$ cat src/design/hte_pkg.sv
package hte_pkg;

    localparam logic [15:0] CAP_MIN   = 16'd7;
    localparam logic [15:0] CAP_RESET = 16'd4096;

    typedef enum logic [2:0] {
        KIND_PLAIN,
        KIND_AMP,
        KIND_LT,
        KIND_GT,
        KIND_QUOT,
        KIND_APOS,
        KIND_TERM
    } t_kind;

    typedef struct packed {
        t_kind      kind;
        logic [7:0] ch;
    } t_cmd;

    function automatic t_kind classify(input logic [7:0] ch);
        t_kind k;
        case (ch)
            8'h00:   k = KIND_TERM;
            "&":     k = KIND_AMP;
            "<":     k = KIND_LT;
            ">":     k = KIND_GT;
            8'h22:   k = KIND_QUOT;
            8'h27:   k = KIND_APOS;
            default: k = KIND_PLAIN;
        endcase
        return k;
    endfunction

    // Number of output bytes a word of this kind produces.
    function automatic logic [2:0] kind_len(input t_kind k);
        logic [2:0] n;
        case (k)
            KIND_AMP:  n = 3'd5;
            KIND_LT:   n = 3'd4;
            KIND_GT:   n = 3'd4;
            KIND_QUOT: n = 3'd6;
            KIND_APOS: n = 3'd6;
            default:   n = 3'd1;
        endcase
        return n;
    endfunction

    // Entity text, first character in the top byte.
    function automatic logic [47:0] kind_text(input t_kind k);
        logic [47:0] t;
        case (k)
            KIND_AMP:  t = {"&amp;", 8'h00};
            KIND_LT:   t = {"&lt;", 16'h0000};
            KIND_GT:   t = {"&gt;", 16'h0000};
            KIND_QUOT: t = "&quot;";
            KIND_APOS: t = "&#x27;";
            default:   t = 48'h0;
        endcase
        return t;
    endfunction

endpackage

$ cat src/design/hte_ifs.sv
interface hte_in_if;
    logic       valid;
    logic       ready;
    logic [7:0] char_in;
    modport source(output valid, output char_in, input ready);
    modport sink(input valid, input char_in, output ready);
endinterface

interface hte_out_if;
    logic       valid;
    logic       ready;
    logic [7:0] out_byte;
    logic       run_last;
    logic       string_end;
    modport source(output valid, output out_byte, output run_last, output string_end,
                   input ready);
    modport sink(input valid, input out_byte, input run_last, input string_end,
                 output ready);
endinterface

interface hte_cfg_if;
    logic        valid;
    logic        ready;
    logic [15:0] out_capacity;
    modport source(output valid, output out_capacity, input ready);
    modport sink(input valid, input out_capacity, output ready);
endinterface

$ cat src/design/hte_front.sv
module hte_front (
    input  logic          i_clk,
    input  logic          i_rst_n,
    hte_in_if.sink        i_in,
    hte_cfg_if.sink       i_cfg,
    output logic          o_push_valid,
    output hte_pkg::t_cmd o_push_cmd,
    input  logic          i_push_ready
);

    logic [15:0]    r_cap;
    logic [15:0]    r_count;
    logic           r_trunc;
    logic [15:0]    n_count;
    logic           n_trunc;
    hte_pkg::t_kind w_kind;
    logic [2:0]     w_len;
    logic           w_fits;
    logic           w_acc;

    assign i_cfg.ready = 1'b1;
    assign i_in.ready  = i_push_ready;
    assign w_acc       = i_in.valid && i_in.ready;

    assign w_kind = hte_pkg::classify(i_in.char_in);
    assign w_len  = hte_pkg::kind_len(w_kind);
    // One place must always stay free for the terminator.
    assign w_fits = ({1'b0, r_count} + {14'd0, w_len}) < {1'b0, r_cap};

    assign o_push_cmd.kind = w_kind;
    assign o_push_cmd.ch   = i_in.char_in;

    always_comb begin
        n_count      = r_count;
        n_trunc      = r_trunc;
        o_push_valid = 1'b0;
        if (w_acc) begin
            if (w_kind == hte_pkg::KIND_TERM) begin
                n_count      = 16'd0;
                n_trunc      = 1'b0;
                o_push_valid = 1'b1;
            end else if (!r_trunc) begin
                if (w_fits) begin
                    n_count      = r_count + {13'd0, w_len};
                    o_push_valid = 1'b1;
                end else begin
                    n_trunc = 1'b1;
                end
            end
        end
    end

    always_ff @(posedge i_clk) begin
        if (!i_rst_n) begin
            r_cap   <= hte_pkg::CAP_RESET;
            r_count <= 16'd0;
            r_trunc <= 1'b0;
        end else begin
            r_count <= n_count;
            r_trunc <= n_trunc;
            if (i_cfg.valid && i_cfg.ready) begin
                r_cap <= (i_cfg.out_capacity < hte_pkg::CAP_MIN) ?
                         hte_pkg::CAP_MIN : i_cfg.out_capacity;
            end
        end
    end

endmodule

$ cat src/design/hte_queue.sv
module hte_queue #(
    parameter int DEPTH = 4
) (
    input  logic          i_clk,
    input  logic          i_rst_n,
    input  logic          i_push_valid,
    input  hte_pkg::t_cmd i_push_cmd,
    output logic          o_push_ready,
    output logic          o_pop_valid,
    output hte_pkg::t_cmd o_pop_cmd,
    input  logic          i_pop
);

    localparam int PW = (DEPTH > 1) ? $clog2(DEPTH) : 1;
    localparam int CW = $clog2(DEPTH + 1);

    hte_pkg::t_cmd r_mem [DEPTH];
    logic [PW-1:0] r_wr;
    logic [PW-1:0] r_rd;
    logic [CW-1:0] r_cnt;
    logic          w_push;
    logic          w_pop;

    assign o_push_ready = (r_cnt != CW'(DEPTH));
    assign o_pop_valid  = (r_cnt != '0);
    assign o_pop_cmd    = r_mem[r_rd];
    assign w_push       = i_push_valid && o_push_ready;
    assign w_pop        = i_pop && o_pop_valid;

    always_ff @(posedge i_clk) begin
        if (w_push) begin
            r_mem[r_wr] <= i_push_cmd;
        end
    end

    always_ff @(posedge i_clk) begin
        if (!i_rst_n) begin
            r_wr  <= '0;
            r_rd  <= '0;
            r_cnt <= '0;
        end else begin
            if (w_push) begin
                r_wr <= (r_wr == PW'(DEPTH - 1)) ? '0 : r_wr + 1'b1;
            end
            if (w_pop) begin
                r_rd <= (r_rd == PW'(DEPTH - 1)) ? '0 : r_rd + 1'b1;
            end
            if (w_push && !w_pop) begin
                r_cnt <= r_cnt + 1'b1;
            end else if (w_pop && !w_push) begin
                r_cnt <= r_cnt - 1'b1;
            end
        end
    end

endmodule

$ cat src/design/hte_back.sv
module hte_back (
    input  logic          i_clk,
    input  logic          i_rst_n,
    input  logic          i_cmd_valid,
    input  hte_pkg::t_cmd i_cmd,
    output logic          o_pop,
    hte_out_if.source     o_out
);

    logic [2:0]  r_idx;
    logic        r_valid;
    logic [7:0]  r_byte;
    logic        r_last;
    logic        r_end;
    logic [2:0]  w_len;
    logic [47:0] w_text;
    logic [7:0]  w_byte;
    logic        w_last;
    logic        w_fire;

    assign w_len  = hte_pkg::kind_len(i_cmd.kind);
    assign w_text = hte_pkg::kind_text(i_cmd.kind);
    assign w_last = (r_idx == w_len - 3'd1);

    always_comb begin
        case (i_cmd.kind)
            hte_pkg::KIND_PLAIN: w_byte = i_cmd.ch;
            hte_pkg::KIND_TERM:  w_byte = 8'h00;
            default:             w_byte = w_text[8 * (5 - int'(r_idx)) +: 8];
        endcase
    end

    // The output register is refilled in the cycle it is taken.
    assign w_fire = i_cmd_valid && (!r_valid || o_out.ready);
    assign o_pop  = w_fire && w_last;

    assign o_out.valid      = r_valid;
    assign o_out.out_byte   = r_byte;
    assign o_out.run_last   = r_last;
    assign o_out.string_end = r_end;

    always_ff @(posedge i_clk) begin
        if (w_fire) begin
            r_byte <= w_byte;
            r_last <= w_last;
            r_end  <= (i_cmd.kind == hte_pkg::KIND_TERM);
        end
    end

    always_ff @(posedge i_clk) begin
        if (!i_rst_n) begin
            r_valid <= 1'b0;
            r_idx   <= 3'd0;
        end else begin
            if (w_fire) begin
                r_valid <= 1'b1;
                r_idx   <= w_last ? 3'd0 : r_idx + 3'd1;
            end else if (o_out.ready) begin
                r_valid <= 1'b0;
            end
        end
    end

endmodule

$ cat src/design/html_escape_truncating.sv
// An item's words reach the output through the command queue and then the output register.
// Throughput: one output word per cycle unless the queue is empty or o_out.ready stalls.
// Each item yields one word (plain byte or terminator), four to six (entity) or none (dropped).
// Input words are taken every cycle while the command queue between front and back has room.
// Reset (synchronous, active low) empties the queue and output register, clears the count
// and the truncation flag, and sets the capacity to 4096.
module html_escape_truncating #(
    parameter int QUEUE_DEPTH = 4
) (
    input  logic      i_clk,
    input  logic      i_rst_n,
    hte_in_if.sink    i_in,
    hte_cfg_if.sink   i_cfg,
    hte_out_if.source o_out
);

    logic          w_push_valid;
    hte_pkg::t_cmd w_push_cmd;
    logic          w_push_ready;
    logic          w_cmd_valid;
    hte_pkg::t_cmd w_cmd;
    logic          w_pop;

    hte_front u_front (
        .i_clk        (i_clk),
        .i_rst_n      (i_rst_n),
        .i_in         (i_in),
        .i_cfg        (i_cfg),
        .o_push_valid (w_push_valid),
        .o_push_cmd   (w_push_cmd),
        .i_push_ready (w_push_ready)
    );

    hte_queue #(
        .DEPTH (QUEUE_DEPTH)
    ) u_queue (
        .i_clk        (i_clk),
        .i_rst_n      (i_rst_n),
        .i_push_valid (w_push_valid),
        .i_push_cmd   (w_push_cmd),
        .o_push_ready (w_push_ready),
        .o_pop_valid  (w_cmd_valid),
        .o_pop_cmd    (w_cmd),
        .i_pop        (w_pop)
    );

    hte_back u_back (
        .i_clk       (i_clk),
        .i_rst_n     (i_rst_n),
        .i_cmd_valid (w_cmd_valid),
        .i_cmd       (w_cmd),
        .o_pop       (w_pop),
        .o_out       (o_out)
    );

endmodule
$ cat src/flat_wrapper.sv
// flat-port wrapper written by rule: the top's interface ports become plain ports
module html_escape_truncating_flat 
#(
    parameter int QUEUE_DEPTH = 4
)
  (i_clk, i_rst_n, i_in_valid, i_in_char_in, i_in_ready, i_cfg_valid, i_cfg_out_capacity, i_cfg_ready, o_out_valid, o_out_out_byte, o_out_run_last, o_out_string_end, o_out_ready);
  hte_in_if i_in_i ();
  hte_cfg_if i_cfg_i ();
  hte_out_if o_out_i ();
  input  logic i_clk;
  input  logic i_rst_n;
  input wire logic [$bits(i_in_i.valid)-1:0] i_in_valid;
  input wire logic [$bits(i_in_i.char_in)-1:0] i_in_char_in;
  output wire logic [$bits(i_in_i.ready)-1:0] i_in_ready;
  input wire logic [$bits(i_cfg_i.valid)-1:0] i_cfg_valid;
  input wire logic [$bits(i_cfg_i.out_capacity)-1:0] i_cfg_out_capacity;
  output wire logic [$bits(i_cfg_i.ready)-1:0] i_cfg_ready;
  output wire logic [$bits(o_out_i.valid)-1:0] o_out_valid;
  output wire logic [$bits(o_out_i.out_byte)-1:0] o_out_out_byte;
  output wire logic [$bits(o_out_i.run_last)-1:0] o_out_run_last;
  output wire logic [$bits(o_out_i.string_end)-1:0] o_out_string_end;
  input wire logic [$bits(o_out_i.ready)-1:0] o_out_ready;
  assign i_in_i.valid = i_in_valid;
  assign i_in_i.char_in = i_in_char_in;
  assign i_in_ready = i_in_i.ready;
  assign i_cfg_i.valid = i_cfg_valid;
  assign i_cfg_i.out_capacity = i_cfg_out_capacity;
  assign i_cfg_ready = i_cfg_i.ready;
  assign o_out_valid = o_out_i.valid;
  assign o_out_out_byte = o_out_i.out_byte;
  assign o_out_run_last = o_out_i.run_last;
  assign o_out_string_end = o_out_i.string_end;
  assign o_out_i.ready = o_out_ready;
  html_escape_truncating #(.QUEUE_DEPTH(QUEUE_DEPTH)) u_core (.i_clk(i_clk), .i_rst_n(i_rst_n), .i_in(i_in_i), .i_cfg(i_cfg_i), .o_out(o_out_i));
endmodule
$ cat config.mk
export PLATFORM = sky130hd
export DESIGN_NAME = html_escape_truncating_flat
export DESIGN_NICKNAME = d
export VERILOG_FILES = /design/src/design/hte_pkg.sv /design/src/design/hte_ifs.sv /design/src/design/hte_front.sv /design/src/design/hte_queue.sv /design/src/design/hte_back.sv /design/src/design/html_escape_truncating.sv /design/src/flat_wrapper.sv
export SDC_FILE = /design/constraint.sdc
export NUM_CORES = 1
export LEC_CHECK = 0
export BUFFER_PORTS_ARGS = -buffer_cell sky130_fd_sc_hd__buf_2
export CORE_UTILIZATION = 65
export DETAILED_ROUTE_END_ITERATION = 12
export PLACE_DENSITY = 0.92
export SYNTH_ARGS = -nofsm -noshare
export SYNTH_HDL_FRONTEND = slang
export SYNTH_SLANG_ARGS = --single-unit
export TNS_END_PERCENT = 5
$ cat constraint.sdc
create_clock -name i_clk -period 8.7 [get_ports i_clk]
set_clock_uncertainty 0.15 [all_clocks]
set_input_delay 1.74 -clock i_clk [delete_from_list [all_inputs] [get_ports i_clk]]
set_output_delay 1.74 -clock i_clk [all_outputs]
set_load 0.1 [all_outputs]
==> impl_results.md, run 1 <==
* Worst hold slack across all endpoints at 0.323 ns
* Cells after Synth at 509
* Drt wl/cell at 17.9 um
* Highest net fanout along the worst path at 17
* Overall die area at 0.00885 mm2
* Startpoint-to-endpoint class of the critical path: in -> reg
* Synthesized Nets at 566
* Via count at 4104
* Synth Area in Compound Gates at 12.8%
* Flop and latch count out of synthesis at 100
* Clock tree from TritonCTS: done
* Setup repair after global routing missed its margin: false
* Maxcap violations at 0
* Global placer's final weighted congestion at 0.920
* Y dimension of the die at 94.1 um
* Dominant combinational cell family by area after synthesis: simple AND/OR/NAND/NOR gates
* Clock-pin slew of the registers on the worst-case setup and hold paths at 0.10 ns
* Met3 layer wire length in the routed design at 683 um
* CP dominant cell by count: ha_1
* FFs w/ async S/R, synth at 0%
* Gr ovfl total at 0
* Area contributors post-synth: edfxtp_1, dfxtp_1, ha_1, mux2i_1, mux4_2
* Maximum number of pins on one net before global-route repair at 28
* Crit-path slowest cell: a2111oi_1
* Worst-case setup margin in the final layout at 1.86 ns
* Worst ir drop on vdd at 0.000143 V
* Worst-skew pair later-pin latency at 0.37 ns
* Vias in the first global route at 3806
* Power Total at 1.65 mW
* CTS Buf Count at 9
* Detail Route Antenna Nets at 0
* Length of routed met2 wiring at 5480 um
* Clock H-tree levels at 3
* 1st-iter DRT viols at 329
* Setup Slack @ Placement at 1.57 ns
* Clock period minus final worst setup slack at 6.84 ns
* HPWL after detailed placement at 8040 um
* Mean cell area of the mapped netlist at 10.8 um2
* Layout filler cell count at 559
* Combined buffer and inverter count along the critical path at 3
* Postcts setup bufs at 0
* Starting utilization of the core area at 67.1%
* Actual slew at the worst max-slew pin at 1.15 ns
* Number of buffers inserted for hold repair after clock tree synthesis at 0
* Endpoint class of the critical path: flip-flop
* P_leak at 2.30 nW
* Main synth FF type: edfxtp_1
* Required arrival time at the worst endpoint at 8.83 ns
* GRT Util Overall at 27.9%
* Pwr Density at 280 mW/mm2
* Post-synthesis share of cell area spent on and, or, nand and nor gates at 15.1%
* Layout cell share with drive strength beyond 1 at 17.6%
* Sinks on the clock net at 100
* Cell Count Post-Placement at 629
* Crit path launch type: input port
* Part of the cycle the worst path needs at 78.6%
* Top cell type's share of synthesized area at 29.4%
* Hold Crit Class: reg -> reg
* Die width at 94.1 um
* Cell area after technology mapping at 0.00551 mm2
* Number of synthesized flops with an enable pin at 54
* Post-synthesis share of cell area spent on xor and xnor gates at 3.02%
* List of cells traversed by the critical path: buf_2, nor2_1, and3_1, o21ai_0, ha_1, fa_1, a21oi_1, nor4b_4, xor2_1, ha_1, a211oi_1, nand2_1, a2111oi_1, a211o_1, a21boi_4, inv_1, ha_1, inv_1, fa_1, xor2_1, or3_1, a21oi_1
* Count of antenna diodes in the layout at 0
* Sequential fraction of the synthesis area at 46.1%
* Buffers on Ports at 40
* Dominant cell type by area after synthesis: edfxtp_1
* Crit path DAT at 6.97 ns
* Worst slew slack as a fraction of its limit at 23.1%
* Area of the core region at 0.00822 mm2
* Run status: completed
* Uppermost layer routed: met4
* Boundary Pins at 42
* Met1 layer wirelength in the final routing at 5180 um
* Number of antenna violations at the first check in global routing at 0
* Post-synthesis share of cell area spent on full adders, half adders and majority gates at 6.63%
* Post-CTS sizing at 0
* Total DRC errors in the routed layout at 0
* Number of rows in the core area at 33
* Post-synthesis mux area share at 11.4%
* Maximum clock path buffer count at 2
* Number of different library cells in the post-synthesis netlist at 72
* Peak Freq at 146 MHz
* Cell chosen for the clock root: clkbuf_8
* Setup TNS after final layout at 0 ns
* Hold Violations, Final at 0
* Total iterations of the first detailed-routing run at 5
* Kind of cell with the highest combined delay on the critical path: compound AO/OA/AOI/OAI gates
* Yosys Warn Count at 0
* DRT Wirelength at 11500 um
* Final setup violation count at 0
* Syn-to-layout area delta at 6.85%
* Fin. max-slew vios at 0
* Number of non-filler instances in the completed layout at 645
* CP max stage delay at 0.49 ns
* Number of nets in the finished design at 592
* Wire length of the first global-routing pass at 18800 um
* Via count normalized by instance count at 6.36
==> through the flow <==
stage / area [um2] / util, %
after CTS: 5890 / 71.7
final: 5890 / 71.7
after detailed placement: 5690 / 69.3
after global placement: 5690 / 69.3
after floorplan: 5510 / -
after global routing: 5890 / 71.7
==> synth_stat cells (11+ instances only) <==
library cell / n
a21oi_1: 21
clkbuf_1: 12
dfxtp_1: 46
edfxtp_1: 54
ha_1: 26
inv_1: 25
mux2i_1: 31
mux4_2: 11
nand2_1: 47
nand3_1: 19
nor2_1: 29
nor3_1: 19
o21ai_0: 12
xnor2_1: 12
==> state kept, by name (all words and copies together), names as in the netlist, named ones only <==
name and count:
u_core.u_queue.r_mem 44, u_core.u_front.r_cap 16, u_core.u_front.r_count 16, u_core.u_back.o_out.out_byte 8, u_core.u_back.r_idx 3, u_core.u_queue.r_cnt 3, u_core.u_queue.r_rd 2, u_core.u_queue.r_wr 2
u_core.u_back.o_out.run_last 1, u_core.u_back.o_out.string_end 1, u_core.u_back.o_out.valid 1, u_core.u_front.r_trunc 1
==> cell type report <==
class / instances / area, um2 / share of cell area [%]
Timing Repair Buffer: 41 / 208 / 3.53
Multi-Input combinational cell: 356 / 2710 / 45.9
Tap cell: 105 / 131 / 2.23
Clock buffer: 9 / 124 / 2.10
Sequential cell: 100 / 2540 / 43.2
Inverter: 27 / 106 / 1.81
Clock inverter: 7 / 73.8 / 1.25
==> placed cells by master (no fill, tap or decap), types with 3 or more instances in the layout <==
master	instances
o211ai_1	5
and3_1	5
xnor2_1	12
nand2_1	47
a21oi_1	21
nor2b_1	4
mux2i_1	31
and2b_2	5
nor2_1	29
a211oi_1	4
dfxtp_1	46
nor3_1	19
o221a_2	3
nand2b_1	5
nor4_1	4
o22ai_1	4
o21ai_0	12
a21o_1	5
inv_1	25
edfxtp_1	54
nand3_1	19
a31oi_1	7
o41ai_1	3
o311ai_0	6
nand4_1	5
xor2_1	7
mux4_2	11
buf_2	40
inv_6	3
clkbuf_8	9
a22oi_1	3
ha_1	26
mux2_2	5
or3_1	7
a32oi_1	4
==> final timing paths <==
check | startpoint | endpoint | slack (ns) | cells after the start
worst max-delay path | i_in_char_in[4] | u_core.u_queue.r_cnt[2]$_SDFFE_PN0P_ | 1.86 | 22
worst min-delay path | u_core.u_back.o_out.valid$_SDFFE_PN0P_ | u_core.u_back.o_out.valid$_SDFFE_PN0P_ | 0.32 | 2
worst max register to register | u_core.u_front.r_count[2]$_SDFFE_PN0P_ | u_core.u_queue.r_cnt[2]$_SDFFE_PN0P_ | 3.66 | 18
worst min register to register | u_core.u_back.o_out.valid$_SDFFE_PN0P_ | u_core.u_back.o_out.valid$_SDFFE_PN0P_ | 0.32 | 2
==> power by group <==
group	internal, mW	switching, mW	leakage (nW)
Sequential	0.588	0.0691	0.875
Clock	0.114	0.180	0.101
Combinational	0.225	0.476	1.33
==> routing by layer <==
layer / vias up / GRT usage [%]
li1: 1954 / -
met1: 1969 / 40.7
met2: 164 / 43.0
met3: 17 / 3.40
met4: 0 / 9.62
met5: - / 0
==> worst min-delay path, delay by kind of cell (launching register included) <==
family | cells | cell delay, ns
compound gates | 1 | 0.05
flops | 1 | 0.33
simple gates | 1 | 0.05
==> cell families (layout without fill, tap and decap cells) <==
family                   Yosys count  after routing
buffers and inverters             53             84
flip-flops                       100            100
other                              1              1
AO/OA/AOI/OAI                     97             97
XOR/XNOR                          19             19
adder cells (fa/ha/maj)           28             28
multiplexers                      48             48
AND/OR/NAND/NOR                  163            163
Power figures use the tool's default switching activity.
==> inputs of run 2 (changes only) <==
--- a/config.mk
+++ b/config.mk
@@ -5,10 +5,11 @@
 export SDC_FILE = /design/constraint.sdc
 export NUM_CORES = 1
 export LEC_CHECK = 0
+export ABC_AREA = 1
 export BUFFER_PORTS_ARGS = -buffer_cell sky130_fd_sc_hd__buf_2
-export CORE_UTILIZATION = 65
+export CORE_UTILIZATION = 54
 export DETAILED_ROUTE_END_ITERATION = 12
-export PLACE_DENSITY = 0.92
+export PLACE_DENSITY = 0.83
 export SYNTH_ARGS = -nofsm -noshare
 export SYNTH_HDL_FRONTEND = slang
 export SYNTH_SLANG_ARGS = --single-unit
==> constraint.sdc (replaced) <==
create_clock -name i_clk -period 5.9 [get_ports i_clk]
set_clock_uncertainty 0.15 [all_clocks]
set_input_delay 1.18 -clock i_clk [delete_from_list [all_inputs] [get_ports i_clk]]
set_output_delay 1.18 -clock i_clk [all_outputs]
set_load 0.1 [all_outputs]
==> impl_results.md, run 2 <==
* Fin. max-slew vios at 0
* Cell chosen for the clock root: clkbuf_8
* Registers with the highest flip-flop counts: u_core.u_queue.r_mem x44, u_core.u_front.r_cap x16, u_core.u_front.r_count x16
* Flop and latch count out of synthesis at 100
* Fraction of power consumed by combinational cells at 49.3%
* Maxcap violations at 0
* Dominant cell type by area after synthesis: edfxtp_1
* Worst ir drop on vdd at 0.000241 V
* Peak Freq at 180 MHz
* Area contributors post-synth: edfxtp_1, dfxtp_1, nand2_1, ha_1, nor2_1
* Sw Pwr at 1.43 mW
* Clock-pin slew of the registers on the worst-case setup and hold paths at 0.10 ns
* Crit path DAT at 5.68 ns
* Yosys Warn Count at 0
* Count of antenna diodes in the layout at 0
* Number of nets in the finished design at 736
* Starting utilization of the core area at 56.9%
* GRT Util Overall at 23.5%
* Pwr Density at 496 mW/mm2
* Final setup violation count at 0
* Required arrival time at the worst endpoint at 6.02 ns
* Most used standard cells in the synthesized netlist: nand2_1, nor2_1, inv_1
* Crit path launch type: input port
* Y dimension of the die at 102 um
* Highest net fanout along the worst path at 5
* Syn-to-layout area delta at 10.3%
* Boundary Pins at 42
* Mean cell area of the mapped netlist at 8.36 um2
* CTS Buf Count at 9
* Vias in the first global route at 4063
* Main synth FF type: edfxtp_1
* Sequential fraction of the synthesis area at 47.5%
* Internal cell power at 1.51 mW
* Maximum clock path buffer count at 2
* DRT Wirelength at 11800 um
* Drt wl/cell at 14.5 um
* Cell area after technology mapping at 0.00536 mm2
* Startpoint-to-endpoint class of the critical path: in -> reg
* Top cell type's share of synthesized area at 30.3%
* Cells after Synth at 641
* Total iterations of the first detailed-routing run at 5
* Hold Violations, Final at 0
* Most used cells in the layout excluding fill and tap cells: nand2_1, nor2_1, inv_1
* Via count at 4508
* Overall die area at 0.0103 mm2
* Area taken by flip-flops and latches at 0.00254 mm2
* Kind of cell with the highest combined delay on the critical path: simple AND/OR/NAND/NOR gates
* HPWL after detailed placement at 8260 um
* Maximum number of pins on one net before global-route repair at 39
* Area occupied by multi-input gates at 0.00241 mm2
* Clock period minus final worst setup slack at 5.56 ns
* Power Total at 2.93 mW
* Gr ovfl total at 0
* Max FFs per register at 44
* Most frequently used cell type in the post-synthesis netlist: nand2_1
* Actual slew at the worst max-slew pin at 1.00 ns
* Die width at 102 um
* Wire length of the first global-routing pass at 18900 um
* Synthesized Nets at 698
* Sinks on the clock net at 100
* Worst-skew pair later-pin latency at 0.38 ns
* Global placer's final weighted congestion at 0.913
* Part of the total power dissipated in the clock network at 15.1%
* 1st-iter DRT viols at 357
* Via count normalized by instance count at 5.54
* Layout filler cell count at 767
* Buffers on Ports at 40
* P_leak at 2.59 nW
* Combined buffer and inverter count along the critical path at 5
* Number of different library cells in the post-synthesis netlist at 43
* Endpoint class of the critical path: flip-flop
* CP max stage delay at 0.37 ns
* Crit-path slowest cell: fa_2
* Clock tree from TritonCTS: done
* Number of antenna violations at the first check in global routing at 0
* Most frequent standard cell in the layout excluding fill and tap cells: nand2_1
* Part of the cycle the worst path needs at 94.2%
* Total DRC errors in the routed layout at 0
* Number of synthesized flops with an enable pin at 54
* Number of buffers inserted for hold repair after clock tree synthesis at 0
* CP dominant cell by count: nand2_1
* Area of the core region at 0.00942 mm2
* Hold Crit Class: reg -> reg
* Largest reg by FF count: u_core.u_queue.r_mem
* Share of power burned in registers at 35.6%
* Worst slew slack as a fraction of its limit at 33.1%
* Number of rows in the core area at 35
* Detail Route Antenna Nets at 0
* Switching fraction of total power at 48.6%
* Layout cell share with drive strength beyond 1 at 14.6%
* Share of the core filled with cells at 62.8%
* Run status: completed
* Clock H-tree levels at 3
* FFs w/ async S/R, synth at 0%
[run 2: cell count changes in the layout (fill, tap and decap cells not counted), sizes merged, moves of 15 or more]
cell,change
nor3,-15
inv,+53
nand3,+30
mux2i,-32
nor2,+55
a21oi,+16
nand2,+85
o21ai,+21
[run 2: per-stage QoR]
stage	worst slack, ns	area (um2)	setup TNS (ns)	instances	hold WS (ns)
5_1_grt	-0.0766	5910	-0.0766	813	0.347
2_1_floorplan	0.235	5360	0	641	0.287
3_3_place_gp	0.121	5660	0	796	0.313
6_report	0.341	5910	0	813	0.330
3_5_place_dp	-0.0843	5660	-0.0843	796	0.318
4_1_cts	0.243	5860	0	812	0.333
[run 2: power groups by stage]
stage	sequential [mW]	clock, mW	combinational [mW]
after floorplan	1.30	0	0.907
after global placement	1.05	0	1.38
after detailed placement	1.06	0	1.41
after CTS	1.04	0.447	1.42
after global routing	1.07	0.476	1.60
final	1.04	0.444	1.44
[run 2: logic make-up (layout without fill, tap and decap cells)]
logic type,count (synthesis),in the layout,synth area share [%]
AO/OA/AOI/OAI,100,100,10.9
XOR/XNOR,15,15,2.45
adder cells (fa/ha/maj),28,28,6.82
buffers and inverters,106,149,8.22
flip-flops,100,100,47.5
other,1,1,0.0700
AND/OR/NAND/NOR,291,291,24.1
[run 2: worst register-to-register path, stage by stage, from the launching register on]
cell and delay [ns]:
dfxtp_1 0.33, ha_2 0.19, fa_2 0.37, nand2_1 0.08
nand2_1 0.06, nand2_1 0.11, nor2_2 0.07, xor2_1 0.29
ha_1 0.33, a21oi_1 0.18, o21ai_0 0.10, nor2_1 0.13
nor2_1 0.06, nor2_2 0.10, nand3_2 0.08, nand2_4 0.07
nand2_1 0.07, inv_2 0.08, ha_1 0.13, inv_1 0.07
fa_2 0.35, a21oi_2 0.13, o21ai_1 0.09, o21ai_1 0.14
a21oi_1 0.06
[run 2: per-layer routing]
layer  vias up  share of wire (%)  GRT usage [%]
li1       2209                  -              -
met1      2102                 44           32.0
met2       176                 48           38.0
met3        21                6.3           4.21
met4         0                1.6           7.13
met5         -                  0              0
[run 2: worst paths after layout]
kind / slack [ns] / startpoint / cells after the start / endpoint
worst max-delay path: 0.34 / i_in_char_in[7] / 32 / u_core.u_queue.r_cnt[2]$_SDFFE_PN0P_
worst min-delay path: 0.33 / u_core.u_front.r_cap[13]$_SDFFE_PN0P_ / 2 / u_core.u_front.r_cap[13]$_SDFFE_PN0P_
worst max register to register: 1.96 / u_core.u_front.r_count[0]$_SDFFE_PN0P_ / 24 / u_core.u_queue.r_cnt[2]$_SDFFE_PN0P_
worst min register to register: 0.33 / u_core.u_front.r_cap[13]$_SDFFE_PN0P_ / 2 / u_core.u_front.r_cap[13]$_SDFFE_PN0P_
[run 2: final cells by class]
cell class,instances,area share (%)
Sequential cell,100,43.0
Multi-Input combinational cell,435,40.8
Inverter,82,5.21
Timing Repair Buffer,51,4.79
Tap cell,129,2.73
Clock buffer,9,2.10
Clock inverter,7,1.36
[run 2: repair_timing]
item	in CTS	in global routing
endpoints found under the setup margin	0	2
gates resized for setup	0	11
setup buffers	0	1
==> inputs of run 3 (changes only) <==
--- a/config.mk
+++ b/config.mk
@@ -7,9 +7,9 @@
 export LEC_CHECK = 0
 export ABC_AREA = 1
 export BUFFER_PORTS_ARGS = -buffer_cell sky130_fd_sc_hd__buf_2
-export CORE_UTILIZATION = 54
+export CORE_UTILIZATION = 60
 export DETAILED_ROUTE_END_ITERATION = 12
-export PLACE_DENSITY = 0.83
+export PLACE_DENSITY = 0.87
 export SYNTH_ARGS = -nofsm -noshare
 export SYNTH_HDL_FRONTEND = slang
 export SYNTH_SLANG_ARGS = --single-unit
==> constraint.sdc (replaced) <==
create_clock -name i_clk -period 5.22 [get_ports i_clk]
set_clock_uncertainty 0.15 [all_clocks]
set_input_delay 1.044 -clock i_clk [delete_from_list [all_inputs] [get_ports i_clk]]
set_output_delay 1.044 -clock i_clk [all_outputs]
set_load 0.1 [all_outputs]
==> impl_results.md, run 3 (same netlist as run 2, synthesis figures left out) <==
* Maximum clock path buffer count at 2
* Layout cell share with drive strength beyond 1 at 21.1%
* Total DRC errors in the routed layout at 0
* Buffers on Ports at 40
* Number of buffers inserted for hold repair after clock tree synthesis at 0
* Total iterations of the first detailed-routing run at 7
* Peak Freq at 192 MHz
* Worst-skew pair later-pin latency at 0.39 ns
* Via count normalized by instance count at 5.76
* Fraction of power consumed by combinational cells at 51.3%
* Clock H-tree levels at 3
* Crit-path slowest cell: fa_2
* Run status: finished, violations left
* Vias in the first global route at 4325
* Pwr Density at 575 mW/mm2
* Starting utilization of the core area at 61.7%
* Share of the core filled with cells at 71.6%
* Actual slew at the worst max-slew pin at 1.04 ns
* Y dimension of the die at 96.5 um
* Part of the cycle the worst path needs at 100%
* Layout filler cell count at 632
* GRT Util Overall at 28.0%
* Cell chosen for the clock root: clkbuf_8
* Maxcap violations at 0
* Final setup violation count at 1
* P_leak at 2.74 nW
* Part of the total power dissipated in the clock network at 15.3%
* Area of the core region at 0.00868 mm2
* Hold Crit Class: reg -> reg
* Most frequent standard cell in the layout excluding fill and tap cells: nand2_1
* Largest reg by FF count: u_core.u_queue.r_mem
* Wire length of the first global-routing pass at 19900 um
* DRT Wirelength at 13300 um
* Highest net fanout along the worst path at 5
* Overall die area at 0.00931 mm2
* Clock tree from TritonCTS: done
* Worst slew slack as a fraction of its limit at 30.4%
* Required arrival time at the worst endpoint at 5.36 ns
* Die width at 96.5 um
* 1st-iter DRT viols at 344
* Worst ir drop on vdd at 0.000247 V
* Syn-to-layout area delta at 16.0%
* CP max stage delay at 0.40 ns
* Area occupied by multi-input gates at 0.00258 mm2
* Sinks on the clock net at 100
* Count of antenna diodes in the layout at 0
* Share of power burned in registers at 33.4%
* Number of antenna violations at the first check in global routing at 0
* Boundary Pins at 42
* Clock period minus final worst setup slack at 5.22 ns
* Failing checks: setup timing
* Gr ovfl total at 0
* Endpoint class of the critical path: flip-flop
* Detail Route Antenna Nets at 0
* Clock-pin slew of the registers on the worst-case setup and hold paths at 0.11 ns
* HPWL after detailed placement at 8780 um
* Most used cells in the layout excluding fill and tap cells: nand2_1, nor2_1, inv_1
* Worst-case setup margin in the final layout at -0.00148 ns
* Hold Violations, Final at 0
* Power Total at 3.57 mW
* Maximum number of pins on one net before global-route repair at 39
* Drt wl/cell at 16.4 um
* CP dominant cell by count: nand2_2
* Crit path DAT at 5.36 ns
* Registers with the highest flip-flop counts: u_core.u_queue.r_mem x44, u_core.u_front.r_cap x16, u_core.u_front.r_count x16
* Number of nets in the finished design at 753
* Startpoint-to-endpoint class of the critical path: in -> reg
* Max FFs per register at 44
* Internal cell power at 1.85 mW
* Number of rows in the core area at 34
* Sw Pwr at 1.72 mW
* Fin. max-slew vios at 0
* Global placer's final weighted congestion at 0.894
* Switching fraction of total power at 48.2%
* CTS Buf Count at 9
* Via count at 4656
* Crit path launch type: input port
* Area taken by flip-flops and latches at 0.00254 mm2
==> run 3: changes by cell type in the layout (fill, tap and decap cells not counted), moves of 4 or more <==
cell | before | now
buf_4 | 11 | 28
nand3_2 | 4 | 8
inv_1 | 76 | 72
nand2_1 | 125 | 116
nand3_1 | 46 | 42
nand2_2 | 5 | 11
==> run 3: through the flow <==
step	setup TNS (ns)	setup WS (ns)	hold slack (ns)	cells	cell area, um2
after floorplan	0	0.0261	0.287	641	5430
after global placement	-0.0851	-0.0798	0.304	789	5800
after detailed placement	-0.767	-0.360	0.315	789	5800
after CTS	0	0.0535	0.331	805	6020
after global routing	-0.250	-0.159	0.352	809	6220
final	-0.00148	-0.00148	0.334	809	6220
==> run 3: timing repair <==
item / 4_1_cts / 5_1_grt
setup buffers: 0 / 4
setup endpoints to repair: 0 / 2
gates resized for setup: 0 / 33
==> run 3: routing by layer <==
layer / routed length, um / global-route usage, % / vias to the layer above / share of wire (%)
met2: 6630 / 46.5 / 227 / 50
met3: 1070 / 6.96 / 35 / 8.1
met5: 0 / 0 / - / 0
li1: - / - / 2245 / -
met4: 311 / 9.44 / 0 / 2.3
met1: 5280 / 35.7 / 2149 / 40
==> run 3: layout make-up <==
cell class | count | share of cell area (%)
clock buffers | 9 | 1.99
well taps | 108 | 2.17
multi-input cells | 435 | 41.6
flip-flops and latches | 100 | 40.9
inverters | 82 | 5.07
repair buffers | 68 | 6.70
clock inverters | 7 | 1.57
==> run 3: final timing paths <==
| check | start | endpoint | slack, ns | depth (start not counted) |
|---|---|---|---|---|
| worst max-delay path | i_in_char_in[6] | u_core.u_queue.r_cnt[2]$_SDFFE_PN0P_ | -0.001 | 32 |
| worst max register to register | u_core.u_front.r_count[0]$_SDFFE_PN0P_ | u_core.u_queue.r_cnt[2]$_SDFFE_PN0P_ | 1.28 | 24 |
| worst min-delay path | u_core.u_front.r_cap[3]$_SDFFE_PN0P_ | u_core.u_front.r_cap[3]$_SDFFE_PN0P_ | 0.33 | 2 |
| worst min register to register | u_core.u_front.r_cap[3]$_SDFFE_PN0P_ | u_core.u_front.r_cap[3]$_SDFFE_PN0P_ | 0.33 | 2 |
==> run 3: power by group through the flow <==
stage	Clock (mW)	Combinational [mW]	Sequential, mW
detailed placement	0	1.71	1.20
finish	0.545	1.83	1.19
global route	0.584	2.00	1.22
floorplan	0	1.06	1.47
CTS	0.551	1.72	1.18
global placement	0	1.64	1.19
==> run 3: critical path: cells and delay by family <==
kind | cells | cell delay, ns
buffers and inverters | 5 | 0.39
xor gates and xnor gates | 1 | 0.22
and+or+nand+nor | 15 | 1.53
AOI/OAI and AO/OA | 6 | 0.74
adders and majority gates | 5 | 1.43
